<file path="src/hw/rtl/bsdq_pkg.sv">
// ----------------------------------------------------------------------------
// bsdq_pkg
// Shared types and constants of the bounded sorted dedup queue.
// ----------------------------------------------------------------------------
package bsdq_pkg;

    localparam int DEFAULT_CAPACITY = 128;
    localparam int SEQ_W    = 31;
    localparam int RAW_W    = 32;
    localparam int PAY_W    = 32;
    localparam int TAG_W    = 64;
    localparam int IDX_W    = 7;
    localparam int CNT_OUT_W = 8;
    localparam int CFG_W    = 64;
    localparam int CFG_IDX_W = 1;

    typedef enum logic [1:0] {
        OP_INSERT = 2'd0,
        OP_CLEAR  = 2'd1,
        OP_READ   = 2'd2
    } t_opcode;

    typedef enum logic [2:0] {
        ST_INSERTED      = 3'd0,
        ST_DUPLICATE     = 3'd1,
        ST_WRONG_SESSION = 3'd2,
        ST_BAD_SEQUENCE  = 3'd3,
        ST_CLEARED       = 3'd4,
        ST_READ_OK       = 3'd5,
        ST_READ_RANGE    = 3'd6
    } t_status;

    typedef enum logic [CFG_IDX_W-1:0] {
        CFG_SESSION_ID     = 1'd0,
        CFG_SESSION_ACTIVE = 1'd1
    } t_cfg_index;

    typedef enum logic {
        S_IDLE = 1'b0,
        S_UPD  = 1'b1
    } t_state;

    // update command broadcast to every cell
    typedef struct packed {
        logic             upd;
        logic             full;
        logic [SEQ_W-1:0] seq;
        logic [PAY_W-1:0] pay;
    } t_cell_ctl;

endpackage

</file>
<file path="src/hw/rtl/bsdq_cell.sv">
// ----------------------------------------------------------------------------
// bsdq_cell
// One slot of the sorted chain: holds an entry, compares it against the
// probe word and shifts toward either neighbor on an insert.
// ----------------------------------------------------------------------------
module bsdq_cell #(
    parameter int INDEX = 0,
    parameter int CW    = 8,
    parameter int IW    = 8
) (
    input  logic                     i_clk,
    input  logic                     i_rst_n,
    input  logic                     i_capture,
    input  logic [CW-1:0]            i_count,
    input  logic [bsdq_pkg::SEQ_W-1:0] i_probe_seq,
    input  logic [IW-1:0]            i_probe_idx,
    input  bsdq_pkg::t_cell_ctl      i_ctl,
    input  logic                     i_left_lt,
    input  logic                     i_right_lt,
    input  logic [bsdq_pkg::SEQ_W-1:0] i_left_seq,
    input  logic [bsdq_pkg::SEQ_W-1:0] i_right_seq,
    input  logic [bsdq_pkg::PAY_W-1:0] i_left_pay,
    input  logic [bsdq_pkg::PAY_W-1:0] i_right_pay,
    output logic                     o_lt,
    output logic                     o_eq,
    output logic                     o_hit,
    output logic [bsdq_pkg::SEQ_W-1:0] o_seq,
    output logic [bsdq_pkg::PAY_W-1:0] o_pay,
    output logic [bsdq_pkg::SEQ_W-1:0] o_rd_seq,
    output logic [bsdq_pkg::PAY_W-1:0] o_rd_pay
);

    logic [bsdq_pkg::SEQ_W-1:0] r_seq, n_seq;
    logic [bsdq_pkg::PAY_W-1:0] r_pay, n_pay;
    logic r_lt, r_eq, r_hit;
    logic w_valid;

    assign w_valid = CW'(INDEX) < i_count;

    always_ff @(posedge i_clk) begin
        if (!i_rst_n) begin
            r_lt  <= 1'b0;
            r_eq  <= 1'b0;
            r_hit <= 1'b0;
        end else if (i_capture) begin
            r_lt  <= w_valid && (r_seq < i_probe_seq);
            r_eq  <= w_valid && (r_seq == i_probe_seq);
            r_hit <= w_valid && (IW'(INDEX) == i_probe_idx);
        end
    end

    always_comb begin
        n_seq = r_seq;
        n_pay = r_pay;
        if (i_ctl.upd) begin
            if (i_ctl.full) begin
                // full: lower part moves down, smallest drops off
                if (i_right_lt) begin
                    n_seq = i_right_seq;
                    n_pay = i_right_pay;
                end else if (r_lt) begin
                    n_seq = i_ctl.seq;
                    n_pay = i_ctl.pay;
                end
            end else if (!r_lt) begin
                if (i_left_lt) begin
                    n_seq = i_ctl.seq;
                    n_pay = i_ctl.pay;
                end else begin
                    n_seq = i_left_seq;
                    n_pay = i_left_pay;
                end
            end
        end
    end

    always_ff @(posedge i_clk) begin
        r_seq <= n_seq;
        r_pay <= n_pay;
    end

    assign o_lt     = r_lt;
    assign o_eq     = r_eq;
    assign o_hit    = r_hit;
    assign o_seq    = r_seq;
    assign o_pay    = r_pay;
    assign o_rd_seq = r_hit ? r_seq : '0;
    assign o_rd_pay = r_hit ? r_pay : '0;

endmodule

</file>
<file path="config.mk">
export PLATFORM = sky130hd
export DESIGN_NAME = bsdq_cell
export DESIGN_NICKNAME = d
export VERILOG_FILES = /design/src/hw/rtl/bsdq_pkg.sv /design/src/hw/rtl/bsdq_cell.sv
export SDC_FILE = /design/constraint.sdc
export NUM_CORES = 1
export LEC_CHECK = 0
export BUFFER_PORTS_ARGS = -buffer_cell sky130_fd_sc_hd__buf_2
export CAP_MARGIN = 10
export CORE_AREA = 2 2 145 147
export DETAILED_ROUTE_END_ITERATION = 12
export DIE_AREA = 0 0 147 149
export REMOVE_ABC_BUFFERS = 1
export SETUP_SLACK_MARGIN = 0.4
export SYNTH_ARGS = -nofsm -noshare
export SYNTH_HDL_FRONTEND = slang
export SYNTH_SLANG_ARGS = --single-unit
</file>
<file path="constraint.sdc">
create_clock -name i_clk -period 8.6 [get_ports i_clk]
set_clock_uncertainty 0.15 [all_clocks]
set_input_delay 2.58 -clock i_clk [delete_from_list [all_inputs] [get_ports i_clk]]
set_output_delay 2.58 -clock i_clk [all_outputs]
set_load 0.02 [all_outputs]
</file>
==> summary.md <==
| Metric | Value |
|---|---|
| CTS max path bufs | 2 |
| WL per Instance | 15.6 µm |
| Worst slew pin tran | 1120 ps |
| Yosys warns | 0 |
| Setup Crit Path Kind | in -> reg |
| Fmax | 204 MHz |
| Syn Area/Cell | 9.49 µm² |
| PortBufs | 371 |
| WP data required | 8430 ps |
| Most frequent cells in the layout | 368 x buf_2, 77 x a21oi_1 |
| Iteration-0 DRC Markers | 231 |
| Endpoints failing hold | 0 |
| Yosys top cell by area | edfxtp_1 |
| Die Height | 149 µm |
| TritonCTS clock tree | yes |
| Final setup fails | 0 |
| Post-CTS setup buffers | 0 |
| Max transition margin | 25.0% |
| CP max FO | 46 |
| IO Pins | 372 |
| Post-DRT Antenna Nets | 0 |
| Worst setup EP type | flop |
| H-tree depth | 3 |
| Final HPWL from detailed placement | 14400 µm |
| Root buffer cell | clkbuf_16 |
| Post-layout util | 36.9% |
| Post-CTS sizing | 0 |
| Max_cap viols | 0 |
| Worst setup margin | 3700 ps |
| Post-Syn Area | 5220 µm² |
| PwrDens | 135 nW/µm² |
| Post-synth cell types | 31 |
| Placed inst area | 7300 µm² |
| Fin Setup TNS | 0 ps |
| Design area | 7580 µm² |
| Place WS | 3300 ps |
| Nature of the critical path startpoint | input pin |
| Rows | 53 |
| Worst min-delay path class | reg -> reg |
| Area grow syn2layout | 45.3% |
| DR vias | 5267 |
| Share of post-route cells with drive strength above 1 | 43.7% |
| Post-route DRC | 0 |
| Antenna violations before repair | 2 |
| Synth Register Bits | 66 |
| Core region area | 20600 µm² |
| Cells after DPL | 1159 |
| Status | finished, final reports clean |
| Final Max Tran Viols | 0 |
| Most common cell after layout, fill and taps aside | buf_2 |
| Final Cycle Share | 56.9% |
| Min cycle time layout | 4900 ps |
| Die area | 21900 µm² |
| Routability cong. | 0.824 |
| Hold-fix buffer count after cts | 0 |
| Clock sink count | 66 |
| First drt pass iteration count | 4 |
| Gr usage total | 15.8% |
| Initial core utilization | 25.4% |
| Vias in the first global route | 4882 |
| Pleak | 0.00373 µW |
| Syn Inst Count | 550 |
| RSZ-0062 raised after global routing | false |
| Final wirelength | 18300 µm |
| Post-synthesis sequential area ratio | 37.4% |
| Clock transition at path regs | 50 ps |
| Area contributors post-synth | edfxtp_1 36%, mux2i_1 12%, a211oi_1 9.1% |
| Global route overflow | 0 |
| Top-area cell type share of the netlist area | 36.2% |
| Worst-Skew Late Latency | 330 ps |
| Vias per cell | 4.48 |
| CP arrival | 4720 ps |
| IR Drop Worst-Case VDD | 69.4 µV |
| Largest net degree at the start of global routing | 84 |
| Chip Width | 147 µm |
| NumNets Final | 1169 |
| CTS Buf Count | 9 |
| First-pass GRT wire length | 27000 µm |
| Final cell count without fillers | 1176 |
[flip-flops by register name, summed over array words and instances, names as in the netlist]
| register | flops |
|---|---|
| o_lt | 1 |
| o_pay | 32 |
| o_seq | 31 |
| o_eq | 1 |
| o_hit | 1 |
[critical path, stage by stage]
cell and delay, ps:
buf_4 400, o21ai_0 230, a31oi_4 910, buf_4 540
[synthesized netlist by cell type]
cell	number
nor2b_1	63
nor4_1	3
a2bb2oi_1	1
nand4_1	6
o21ai_0	7
edfxtp_1	63
clkbuf_1	28
nand3b_1	1
buf_2	13
nand3_1	2
nand2_1	7
or4_1	1
a221oi_1	1
o21ai_2	1
a211oi_2	1
and2_1	63
a21oi_1	77
a22oi_2	1
nor3_1	2
inv_1	35
or4_4	1
mux2i_1	63
ha_1	31
and4_1	2
a31oi_1	1
nor2_1	6
a2111oi_2	1
a211oi_1	63
dfxtp_1	3
o21a_1	1
a32oi_1	2
[per-stage QoR]
stage,hold WS (ps),total power [µW]
5_1_grt,366,1090
3_5_place_dp,330,682
2_1_floorplan,440,543
6_report,333,1030
3_3_place_gp,317,679
4_1_cts,341,1040
[logic make-up (layout without fill, tap and decap cells)]
group / Yosys count / in the layout / synth area share, %
buf+inv: 76 / 425 / 5.78
fa+ha+maj: 31 / 31 / 7.43
mux: 63 / 63 / 12.1
other cells: 0 / 2 / 0
flops: 66 / 66 / 37.4
compound gates: 157 / 157 / 19.0
simple gates: 157 / 157 / 18.3
[layout make-up]
type | count | area [µm²]
multi-input cells | 408 | 2980
diodes | 2 | 5.00
well taps | 275 | 344
flip-flops and latches | 66 | 1950
clock inverters | 5 | 46.3
repair buffers | 375 | 1890
clock buffers | 10 | 229
fillers | 2114 | 13000
inverters | 35 | 131
[worst paths after layout]
path | startpoint | endpoint | slack [ps] | cells after the start
worst max-delay path | i_ctl[63] | o_seq[13] | 3700 | 4
worst max register to register | o_lt | o_seq[13] | 6010 | 4
worst min-delay path | o_eq | o_eq | 330 | 2
worst min register to register | o_eq | o_eq | 330 | 2
[power breakdown]
part | switching (µW) | internal (µW) | leakage, µW
Sequential | 21.7 | 391 | 0.000622
Clock | 134 | 219 | 0.000135
Combinational | 146 | 114 | 0.00297
[metal layers]
layer  global-route usage [%]  routed length, µm  vias to the layer above
met5                        0                  0                        -
met2                     27.2               9090                      186
met1                     20.4               7970                     2361
met3                     3.61               1060                       11
li1                         -                  -                     2709
met4                     3.56                195                        0
(Power assumes the default switching activity.)
